## config.mk

```make
export PLATFORM = sky130hd
export DESIGN_NAME = quadrant_rotation_gesture_detector
export DESIGN_NICKNAME = d
export VERILOG_FILES = /design/src/hdl/qrg_pkg.sv /design/src/hdl/qrg_quad_classify.sv /design/src/hdl/qrg_tracker_core.sv /design/src/hdl/quadrant_rotation_gesture_detector.sv
export SDC_FILE = /design/constraint.sdc
export NUM_CORES = 1
export LEC_CHECK = 0
export BUFFER_PORTS_ARGS = -buffer_cell sky130_fd_sc_hd__buf_2
export CORE_AREA = 5 5 146 148
export DETAILED_ROUTE_END_ITERATION = 16
export DIE_AREA = 0 0 151 153
export GPL_ROUTABILITY_DRIVEN = 0
export HOLD_SLACK_MARGIN = 0.02
export PLACE_DENSITY = 0.71
export SLEW_MARGIN = 20
export SYNTH_ARGS = -nofsm -noshare
export SYNTH_HDL_FRONTEND = slang
export SYNTH_SLANG_ARGS = --single-unit
```

## constraint.sdc

```tcl
create_clock -name aclk -period 13.6 [get_ports aclk]
set_input_delay 1.36 -clock aclk [delete_from_list [all_inputs] [get_ports aclk]]
set_output_delay 1.36 -clock aclk [all_outputs]
set_load 0.01 [all_outputs]
```

## src/hdl/qrg_pkg.sv

```systemverilog
// qrg_pkg: shared types, codes and helpers of the quadrant rotation gesture detector.
// Used by qrg_quad_classify, qrg_tracker_core and quadrant_rotation_gesture_detector.
`timescale 1ns / 1ps
`default_nettype none

package qrg_pkg;

    localparam int CoordWidth = 16;
    localparam int ThrWidth   = 15;
    localparam int CountWidth = 16;

    localparam logic [1:0] MODE_NONE  = 2'd0;
    localparam logic [1:0] MODE_RIGHT = 2'd1;
    localparam logic [1:0] MODE_LEFT  = 2'd2;

    // quadrant codes, clockwise order
    localparam logic [1:0] QUAD_PP = 2'd0;
    localparam logic [1:0] QUAD_PM = 2'd1;
    localparam logic [1:0] QUAD_MM = 2'd2;
    localparam logic [1:0] QUAD_MP = 2'd3;

    localparam logic [CountWidth-1:0] LATCH_STEPS   = 16'd5;
    localparam logic [ThrWidth-1:0]   THR_RESET     = 15'd64;
    localparam logic [1:0]            TURN_PHASE    = 2'd1;

    typedef struct packed {
        logic       valid;
        logic [1:0] code;
    } quad_t;

    // packed lowest field last so the struct maps directly onto tdata
    typedef struct packed {
        logic                  translate_restart;
        logic                  turn_pulse;
        logic [CountWidth-1:0] turns_left;
        logic [CountWidth-1:0] turns_right;
        logic [1:0]            rotation;
    } result_t;

    function automatic logic [CountWidth-1:0] sat_inc(input logic [CountWidth-1:0] v);
        sat_inc = (v == {CountWidth{1'b1}}) ? v : v + {{(CountWidth-1){1'b0}}, 1'b1};
    endfunction

endpackage

`default_nettype wire

```

## src/hdl/qrg_quad_classify.sv

```systemverilog
// qrg_quad_classify: maps one cursor sample to a quadrant against the threshold.
// Depends on qrg_pkg.
`timescale 1ns / 1ps
`default_nettype none

module qrg_quad_classify (
    input  wire logic signed [qrg_pkg::CoordWidth-1:0] cursor_x,
    input  wire logic signed [qrg_pkg::CoordWidth-1:0] cursor_y,
    input  wire logic        [qrg_pkg::ThrWidth-1:0]   threshold,
    output qrg_pkg::quad_t                             quad
);

    logic signed [qrg_pkg::CoordWidth:0] xs;
    logic signed [qrg_pkg::CoordWidth:0] ys;
    logic signed [qrg_pkg::CoordWidth:0] thr_pos;
    logic signed [qrg_pkg::CoordWidth:0] thr_neg;
    logic x_pos, x_neg, y_pos, y_neg;

    always_comb begin
        xs      = {cursor_x[qrg_pkg::CoordWidth-1], cursor_x};
        ys      = {cursor_y[qrg_pkg::CoordWidth-1], cursor_y};
        thr_pos = {2'b00, threshold};
        thr_neg = -thr_pos;
        x_pos   = xs > thr_pos;
        x_neg   = xs < thr_neg;
        y_pos   = ys > thr_pos;
        y_neg   = ys < thr_neg;

        quad.valid = 1'b1;
        if (x_pos && y_pos) begin
            quad.code = qrg_pkg::QUAD_PP;
        end else if (x_pos && y_neg) begin
            quad.code = qrg_pkg::QUAD_PM;
        end else if (x_neg && y_neg) begin
            quad.code = qrg_pkg::QUAD_MM;
        end else if (x_neg && y_pos) begin
            quad.code = qrg_pkg::QUAD_MP;
        end else begin
            quad.valid = 1'b0;
            quad.code  = qrg_pkg::QUAD_PP;
        end
    end

endmodule

`default_nettype wire

```

## src/hdl/qrg_tracker_core.sv

```systemverilog
// qrg_tracker_core: clockwise and counter-clockwise trackers, direction latch, turn counters.
// Depends on qrg_pkg. State advances once per step_en.
`timescale 1ns / 1ps
`default_nettype none

module qrg_tracker_core (
    input  wire logic             aclk,
    input  wire logic             aresetn,
    input  wire logic             step_en,
    input  wire logic             idle,
    input  wire qrg_pkg::quad_t   quad,
    output qrg_pkg::result_t      result
);

    localparam int CW = qrg_pkg::CountWidth;

    logic [1:0]      mode_reg, mode_next;
    qrg_pkg::quad_t  r_prev_reg, r_prev_next;
    qrg_pkg::quad_t  l_prev_reg, l_prev_next;
    logic [CW-1:0]   r_steps_reg, r_steps_next;
    logic [CW-1:0]   l_steps_reg, l_steps_next;
    logic [CW-1:0]   r_turns_reg, r_turns_next;
    logic [CW-1:0]   l_turns_reg, l_turns_next;

    logic [1:0]      mode_cur;
    qrg_pkg::quad_t  r_prev_cur, l_prev_cur;
    logic [CW-1:0]   r_steps_cur, l_steps_cur, r_turns_cur, l_turns_cur;
    logic [1:0]      r_pred, l_pred;
    logic            r_acc, l_acc, r_moved, l_moved;
    logic [CW-1:0]   r_steps_acc, l_steps_acc;
    logic            pulse, restart;

    always_comb begin
        // idle sample: analyse from cleared state
        mode_cur    = idle ? qrg_pkg::MODE_NONE : mode_reg;
        r_prev_cur  = idle ? '0 : r_prev_reg;
        l_prev_cur  = idle ? '0 : l_prev_reg;
        r_steps_cur = idle ? '0 : r_steps_reg;
        l_steps_cur = idle ? '0 : l_steps_reg;
        r_turns_cur = idle ? '0 : r_turns_reg;
        l_turns_cur = idle ? '0 : l_turns_reg;

        r_pred  = quad.code - 2'd1;
        l_pred  = quad.code + 2'd1;
        r_acc   = quad.valid && (!r_prev_cur.valid || r_prev_cur.code == r_pred);
        l_acc   = quad.valid && (!l_prev_cur.valid || l_prev_cur.code == l_pred);
        r_moved = r_acc && r_prev_cur.valid;
        l_moved = l_acc && l_prev_cur.valid;

        r_steps_acc = r_acc ? qrg_pkg::sat_inc(r_steps_cur) : r_steps_cur;
        l_steps_acc = l_acc ? qrg_pkg::sat_inc(l_steps_cur) : l_steps_cur;

        // left move applies to the right tracker first
        r_prev_next  = (r_acc || l_moved) ? quad : r_prev_cur;
        r_steps_next = l_moved ? '0 : r_steps_acc;
        if (r_moved) begin
            l_prev_next = l_moved ? '0 : quad;
        end else begin
            l_prev_next = l_acc ? quad : l_prev_cur;
        end
        l_steps_next = r_moved ? '0 : l_steps_acc;

        mode_next    = mode_cur;
        r_turns_next = r_turns_cur;
        l_turns_next = l_turns_cur;
        restart      = 1'b0;
        if (r_steps_next >= qrg_pkg::LATCH_STEPS) begin
            mode_next    = qrg_pkg::MODE_RIGHT;
            l_turns_next = '0;
            restart      = 1'b1;
        end
        if (l_steps_next >= qrg_pkg::LATCH_STEPS) begin
            mode_next    = qrg_pkg::MODE_LEFT;
            r_turns_next = '0;
            restart      = 1'b1;
        end

        pulse = 1'b0;
        if (l_moved && mode_next == qrg_pkg::MODE_LEFT
                && l_steps_next[1:0] == qrg_pkg::TURN_PHASE) begin
            l_turns_next = qrg_pkg::sat_inc(l_turns_next);
            pulse        = 1'b1;
        end
        if (r_moved && mode_next == qrg_pkg::MODE_RIGHT
                && r_steps_next[1:0] == qrg_pkg::TURN_PHASE) begin
            r_turns_next = qrg_pkg::sat_inc(r_turns_next);
            pulse        = 1'b1;
        end

        result.rotation          = mode_next;
        result.turns_right       = r_turns_next;
        result.turns_left        = l_turns_next;
        result.turn_pulse        = pulse;
        result.translate_restart = restart;
    end

    always_ff @(posedge aclk) begin
        if (!aresetn) begin
            mode_reg    <= qrg_pkg::MODE_NONE;
            r_prev_reg  <= '0;
            l_prev_reg  <= '0;
            r_steps_reg <= '0;
            l_steps_reg <= '0;
            r_turns_reg <= '0;
            l_turns_reg <= '0;
        end else if (step_en) begin
            mode_reg    <= mode_next;
            r_prev_reg  <= r_prev_next;
            l_prev_reg  <= l_prev_next;
            r_steps_reg <= r_steps_next;
            l_steps_reg <= l_steps_next;
            r_turns_reg <= r_turns_next;
            l_turns_reg <= l_turns_next;
        end
    end

endmodule

`default_nettype wire

```

## src/hdl/quadrant_rotation_gesture_detector.sv

```systemverilog
// Quadrant rotation gesture detector, top level.
// Depends on qrg_pkg, qrg_quad_classify and qrg_tracker_core.
//
// Usage:
//   s_ channel: one cursor sample per transaction. s_tdata holds cursor_x and
//   cursor_y, s_tuser the idle flag. An idle sample clears all tracker state
//   before the sample itself is analysed.
//   m_ channel: one result per sample, in order.
//   cfg_ channel: writes the 15-bit sensitivity threshold; always ready. Write
//   it only while no sample is in flight.
// Pipeline: an accepted sample is held in the input register; the classifier and
//   tracker update are combinational and are registered into the result register.
// Throughput: one sample per cycle while m_tready is high.
// Stall: while m_tready is low the result holds; one more sample waits in the
//   input register, then s_tready drops until the result is taken.
// Reset: aresetn low clears both channels, all tracker state, and sets the
//   threshold to 64.
`timescale 1ns / 1ps
`default_nettype none

module quadrant_rotation_gesture_detector (
    input  wire logic        aclk,
    input  wire logic        aresetn,
    input  wire logic        s_tvalid,
    output wire logic        s_tready,
    input  wire logic [31:0] s_tdata,   // [15:0] cursor_x, [31:16] cursor_y
    input  wire logic        s_tuser,   // [0] gesture_idle
    output wire logic        m_tvalid,
    input  wire logic        m_tready,
    // [1:0] rotation, [17:2] turns_right, [33:18] turns_left,
    // [34] turn_pulse, [35] translate_restart, [39:36] zero
    output wire logic [39:0] m_tdata,
    input  wire logic        cfg_valid,
    output wire logic        cfg_ready,
    input  wire logic [14:0] cfg_data
);

    logic                                 in_valid_reg, in_valid_next;
    logic signed [qrg_pkg::CoordWidth-1:0] in_x_reg;
    logic signed [qrg_pkg::CoordWidth-1:0] in_y_reg;
    logic                                 in_idle_reg;
    logic                                 out_valid_reg, out_valid_next;
    qrg_pkg::result_t                     out_data_reg;
    logic [qrg_pkg::ThrWidth-1:0]         thr_reg;

    logic             advance;
    logic             s_accept;
    qrg_pkg::quad_t   quad;
    qrg_pkg::result_t result;

    assign advance   = in_valid_reg && (!out_valid_reg || m_tready);
    assign s_tready  = !in_valid_reg || advance;
    assign s_accept  = s_tvalid && s_tready;
    assign cfg_ready = 1'b1;
    assign m_tvalid  = out_valid_reg;
    assign m_tdata   = {4'b0000, out_data_reg};

    always_comb begin
        in_valid_next  = s_accept ? 1'b1 : (advance ? 1'b0 : in_valid_reg);
        out_valid_next = advance ? 1'b1 : (m_tready ? 1'b0 : out_valid_reg);
    end

    qrg_quad_classify u_classify (
        .cursor_x  (in_x_reg),
        .cursor_y  (in_y_reg),
        .threshold (thr_reg),
        .quad      (quad)
    );

    qrg_tracker_core u_core (
        .aclk    (aclk),
        .aresetn (aresetn),
        .step_en (advance),
        .idle    (in_idle_reg),
        .quad    (quad),
        .result  (result)
    );

    always_ff @(posedge aclk) begin
        if (!aresetn) begin
            in_valid_reg  <= 1'b0;
            out_valid_reg <= 1'b0;
            thr_reg       <= qrg_pkg::THR_RESET;
        end else begin
            in_valid_reg  <= in_valid_next;
            out_valid_reg <= out_valid_next;
            if (cfg_valid) begin
                thr_reg <= cfg_data;
            end
        end
    end

    always_ff @(posedge aclk) begin
        if (s_accept) begin
            in_x_reg    <= s_tdata[15:0];
            in_y_reg    <= s_tdata[31:16];
            in_idle_reg <= s_tuser;
        end
        if (advance) begin
            out_data_reg <= result;
        end
    end

endmodule

`default_nettype wire

```

==> impl_metrics.json, run 1 <==
{
  "path_max_fanout": 18,
  "slowest_stage": "or4_1",
  "root_buffer": "clkbuf_16",
  "worstPathRequired_ns": 13.78,
  "yosysUniqueCellTypes": 96,
  "startpoint": "thr_reg[5]",
  "fin_crit_sh_pct": 67.7,
  "die_y_um": 153,
  "worstReg2RegEnd": "m_tdata[19]",
  "ys_warn_count": 0,
  "synth_top_family_by_area": "simple AND/OR/NAND/NOR gates",
  "synth-main-ff-cell": "dfxtp_1",
  "portBuffers": 90,
  "dr.pass1.iters": 5,
  "diodes": 0,
  "tightestPinTransition_ns": 1.12,
  "drive_gt1_share_pct": 13.1,
  "synthSimpleGateAreaFrac_pct": 24.6,
  "maxSlewViolCount": 0,
  "worstSetupPathType": "register to register",
  "cts_tree": "done",
  "timing.setup.tns_ns": 0,
  "setup_violations": 0,
  "p_leak_uw": 0.00429,
  "cap_violations": 0,
  "hold_violations": 0,
  "fin_area_um2": 11900,
  "num-nets-final": 1428,
  "vias_per_cell": 6.12,
  "wl_per_cell_um": 17.3,
  "route.vias.total": 9761,
  "synthToLayoutAreaGrowth_pct": 10.7,
  "fin_cells": 1595,
  "rsz0062_at_grt": "no",
  "dp_hpwl_mm": 19.5,
  "path_clk_slew_ns": 0.06,
  "synthMuxAreaShare_pct": 2.37,
  "crit_arrival_ns": 9.39,
  "yosysTopAreaCell": "edfxtp_1",
  "ys_seq_area_share_pct": 36.0,
  "synth_top_area_share_pct": 19.3,
  "cp-start-kind": "register",
  "dieArea_um2": 23100,
  "layout_commonest_cell": "nor2_1",
  "synthTopCellsByArea": "edfxtp_1, dfxtp_1, ha_1",
  "status": "finished, final reports clean",
  "clk_path_buf_depth": 2,
  "synthXorXnorAreaFrac_pct": 3.93,
  "postCtsSetupBuffers": 0,
  "overflow": 0,
  "cts-resized-gates": 0,
  "slew_headroom_pct": 25.2,
  "cp-endpoint": "m_tdata[19]",
  "postRouteAntennaNets": 0,
  "die_w_um": 151,
  "cts_sinks": 158,
  "largest_reg_flops": 36,
  "numCtsBuffers": 17,
  "fin_crit_ns": 9.21,
  "synthAdderAreaFrac_pct": 7.36,
  "synthesis.area_um2": 10700,
  "boundaryPins": 96,
  "grt_max_degree": 71,
  "grt_pass1_wl_mm": 45.5,
  "layout_common_cells": "nor2_1, nand2_1, a21oi_1",
  "clock.fmax_mhz": 109,
  "drcViolationCount": 0,
  "antenna_found_initial": 0,
  "min_from": "u_core.mode_reg[0]",
  "crit_top_cell": "o21ai_1",
  "postSynth.asyncResetShare_pct": 0,
  "ff2ff_path_depth": 26,
  "drt_iter0_markers": 780,
  "r2r-start": "thr_reg[5]",
  "rows": 52,
  "routed_wl_mm": 27.5,
  "cts_hold_buf": 0,
  "synth_cells": 1257,
  "grt_pass1_vias": 9230,
  "placedCellCount": 1563,
  "ff2ff_setup_slack_ns": 4.39,
  "synth_edf_count": 69,
  "h-tree-depth": 4,
  "hold_class": "register to register",
  "slowest_delay_ns": 0.66,
  "grt_use_total_pct": 23.9,
  "initial_core_util_pct": 53.8,
  "nFillCells": 1800,
  "fin_util_pct": 59.6,
  "ir_drop_mv": 0.0763,
  "synth_area_per_cell_um2": 8.53,
  "end_kind": "register",
  "skew_ns": 0.0181,
  "synth_compound_area_share_pct": 21.3,
  "post_dp_cell_area_um2": 11300,
  "core_area_um2": 19900,
  "worstSkewPairLatency_ns": 0.43,
  "p_per_area_nw_per_um2": 99.5,
  "ys_ff_latch": 158
}
## final cells by class
cell class                      instances  area, µm²  share of cell area, %
Sequential cell                       158       3850                   32.5
Multi-Input combinational cell        991       6410                   54.0
Inverter                               44        165                   1.39
Timing Repair Buffer                  100        526                   4.43
Clock inverter                         14        141                   1.19
Tap cell                              270        338                   2.85
Clock buffer                           18        429                   3.62
## worst min path at each step
| stage | to | depth (start not counted) |
|---|---|---|
| floorplan | u_core.l_steps_reg[1] | 2 |
| global placement | u_core.l_steps_reg[1] | 2 |
| detailed placement | u_core.mode_reg[0] | 2 |
| CTS | u_core.mode_reg[0] | 2 |
| global route | u_core.l_turns_reg[1] | 2 |
| finish | u_core.mode_reg[0] | 2 |
## cells by family (layout without fill, tap and decap cells)
logic type / Yosys count / after routing
multiplexers: 25 / 25
AND/OR/NAND/NOR: 524 / 524
flip-flops: 158 / 158
AO/OA/AOI/OAI: 329 / 329
XOR/XNOR: 45 / 45
buffers and inverters: 111 / 176
adder cells (fa/ha/maj): 63 / 63
other: 2 / 5
## critical path, delay by kind of cell (launching register included)
family	cells	cell delay, ns
AND/OR/NAND/NOR	11	4.22
AO/OA/AOI/OAI	10	3.16
adder cells (fa/ha/maj)	2	0.53
multiplexers	1	0.41
flip-flops	1	0.37
XOR/XNOR	1	0.18
buffers and inverters	1	0.08
## per-layer routing
metal  GRT usage [%]  up-vias  wire (µm)
li1                -     4781          -
met1            33.7     4620      12800
met2            37.8      320      12600
met3            4.41       40       1670
met4            6.35        0        408
met5               0        -          0
## synthesized netlist by cell type (4+ instances only)
library cell  number
a31oi_1           11
a211oi_1          16
nand4_1           25
mux2i_1           22
a21o_1            13
nor3_1            38
a21oi_1           92
dfxtp_1           89
or4_1             12
edfxtp_1          69
nor2b_1           24
o2111ai_1          6
and4_1             4
a211oi_2           4
ha_1              63
clkbuf_1          47
and3_1            17
nor2_1           141
or2_2              6
xor2_1            10
buf_2              8
and2_1            23
nand3b_1           4
o221ai_1           4
a22oi_1           12
nand3_1           52
inv_1             43
o21ai_1           10
o31ai_1            8
nand2b_1           9
buf_4              7
nor4_1            14
a21boi_0           4
or3_1             25
o21a_1            11
o211ai_1          14
nand2_1          108
o21ai_0           54
nand4b_1           4
o22ai_1            5
a221oi_1           4
xnor2_1           33
## per-stage QoR
stage	power, µW	hold WS, ns	setup WS, ns
after detailed placement	717	0.485	4.64
after CTS	1190	0.495	4.58
after floorplan	665	0.458	5.90
final	1180	0.497	4.39
after global routing	1230	0.543	3.67
after global placement	713	0.472	4.97
## power by group
group	switching (µW)	internal [µW]	total, µW
Combinational	119	66.3	185
Sequential	12.9	512	525
Clock	200	270	470
Note: power is estimated with default switching activity, not from simulation.
==> run 2: changes to the inputs <==
==> constraint.sdc (replaced) <==
create_clock -name aclk -period 8.55 [get_ports aclk]
set_input_delay 0.855 -clock aclk [delete_from_list [all_inputs] [get_ports aclk]]
set_output_delay 0.855 -clock aclk [all_outputs]
set_load 0.01 [all_outputs]
==> impl_metrics.json, run 2 (synthesis gave the netlist of run 1 again) <==
{
  "wl_per_cell_um": 17.3,
  "clock.fmax_mhz": 124,
  "ff2ff_path_depth": 27,
  "dp_hpwl_mm": 19.6,
  "hold_violations": 0,
  "status": "finished, final reports clean",
  "grt_use_total_pct": 24.2,
  "grt_pass1_wl_mm": 46.1,
  "skew_ns": 0.00928,
  "cts_hold_buf": 0,
  "timing.setup.tns_ns": 0,
  "grt_max_degree": 70,
  "p_leak_uw": 0.00438,
  "cts_tree": "done",
  "h-tree-depth": 4,
  "dr.pass1.iters": 5,
  "route.vias.total": 9774,
  "path_clk_slew_ns": 0.07,
  "boundaryPins": 96,
  "rows": 52,
  "numCtsBuffers": 17,
  "seqCellArea_um2": 3850,
  "r2r-start": "thr_reg[5]",
  "dp_slack_ns": 0.102,
  "tightestPinTransition_ns": 0.805,
  "slowest_delay_ns": 0.60,
  "slew_headroom_pct": 46.3,
  "worstReg2RegEnd": "u_core.r_turns_reg[4]",
  "cts_sinks": 158,
  "ir_drop_mv": 0.124,
  "startpoint": "thr_reg[5]",
  "fin_crit_ns": 8.05,
  "path_max_fanout": 14,
  "crit_cells": 27,
  "layout_commonest_cell": "nor2_1",
  "grt_pass1_vias": 9272,
  "cp-endpoint": "u_core.r_turns_reg[4]",
  "cap_violations": 0,
  "overflow": 0,
  "rsz0062_at_grt": "no",
  "worstSkewPairLatency_ns": 0.43,
  "die_y_um": 153,
  "drt_iter0_markers": 907,
  "cp-start-kind": "register",
  "setup_slack_ns": 0.504,
  "postRouteAntennaNets": 0,
  "nFillCells": 1771,
  "end_kind": "register",
  "routed_wl_mm": 27.8,
  "ff2ff_setup_slack_ns": 0.50,
  "root_buffer": "clkbuf_16",
  "slowest_stage": "or4_4",
  "antenna_found_initial": 0,
  "clk_path_buf_depth": 2,
  "dieArea_um2": 23100,
  "hold_slack_ns": 0.498,
  "synthToLayoutAreaGrowth_pct": 12.7,
  "crit_buf_inv": 2,
  "fin_cells": 1606,
  "num-nets-final": 1439,
  "maxSlewViolCount": 0,
  "fin_crit_sh_pct": 94.1,
  "crit_arrival_ns": 8.39,
  "core_area_um2": 19900,
  "die_w_um": 151,
  "worstSetupPathType": "register to register",
  "setup_violations": 0,
  "vias_per_cell": 6.09,
  "initial_core_util_pct": 53.8,
  "layout_common_cells": "nor2_1, nand2_1, a21oi_1",
  "largest_reg_flops": 36,
  "portBuffers": 90,
  "drive_gt1_share_pct": 14.2,
  "power_uw": 1960,
  "diodes": 0,
  "drcViolationCount": 0,
  "hold_class": "register to register",
  "critPathTopFamily": "simple AND/OR/NAND/NOR gates",
  "multi_input_area_um2": 6470,
  "p_per_area_nw_per_um2": 163,
  "worstPathRequired_ns": 8.90,
  "placedCellCount": 1571
}
[run 2: layer usage]
metal | global-route usage, % | up-vias | routed length, µm
met4 | 4.79 | 0 | 327
met1 | 33.7 | 4649 | 12800
met5 | 0 | - | 0
met3 | 4.95 | 32 | 1750
met2 | 39.2 | 287 | 12900
li1 | - | 4806 | -
[run 2: where the power goes]
part,switching (µW),internal [µW]
clock,321,500
combinational,192,113
sequential,22.3,814
total,535,1430
[run 2: worst min-delay path, stage by stage (launching register included)]
cell and delay (ns):
dfxtp_1 0.33, nand2_1 0.07, a21oi_1 0.05
[run 2: worst min-delay path by stage]
stage / startpoint / endpoint / slack, ns / cells after the start
2_1_floorplan: u_core.l_steps_reg[1] / u_core.l_steps_reg[1] / 0.46 / 2
3_3_place_gp: u_core.l_steps_reg[1] / u_core.l_steps_reg[1] / 0.48 / 2
5_1_grt: u_core.r_steps_reg[10] / u_core.r_steps_reg[10] / 0.51 / 2
3_5_place_dp: u_core.r_turns_reg[10] / u_core.r_turns_reg[10] / 0.49 / 2
4_1_cts: u_core.r_turns_reg[10] / u_core.r_turns_reg[10] / 0.50 / 2
6_report: u_core.mode_reg[0] / u_core.mode_reg[0] / 0.50 / 2
[run 2: stage by stage]
stage,instance area [µm²],util (%)
2_1_floorplan,10700,-
3_3_place_gp,11400,57.0
3_5_place_dp,11400,57.0
4_1_cts,12000,60.2
5_1_grt,12100,60.7
6_report,12100,60.7
[run 2: repair_timing]
action | 4_1_cts | 5_1_grt
buffers inserted | 0 | 3
endpoints found under the setup margin | 0 | 37
gates resized for setup | 0 | 11
[run 2: final cells by class]
type,instances,area share [%]
clock buffers,20,3.70
clock inverters,12,1.51
inverters,44,1.37
multi-input cells,991,53.6
flip-flops and latches,158,31.9
well taps,270,2.80
repair buffers,111,5.14
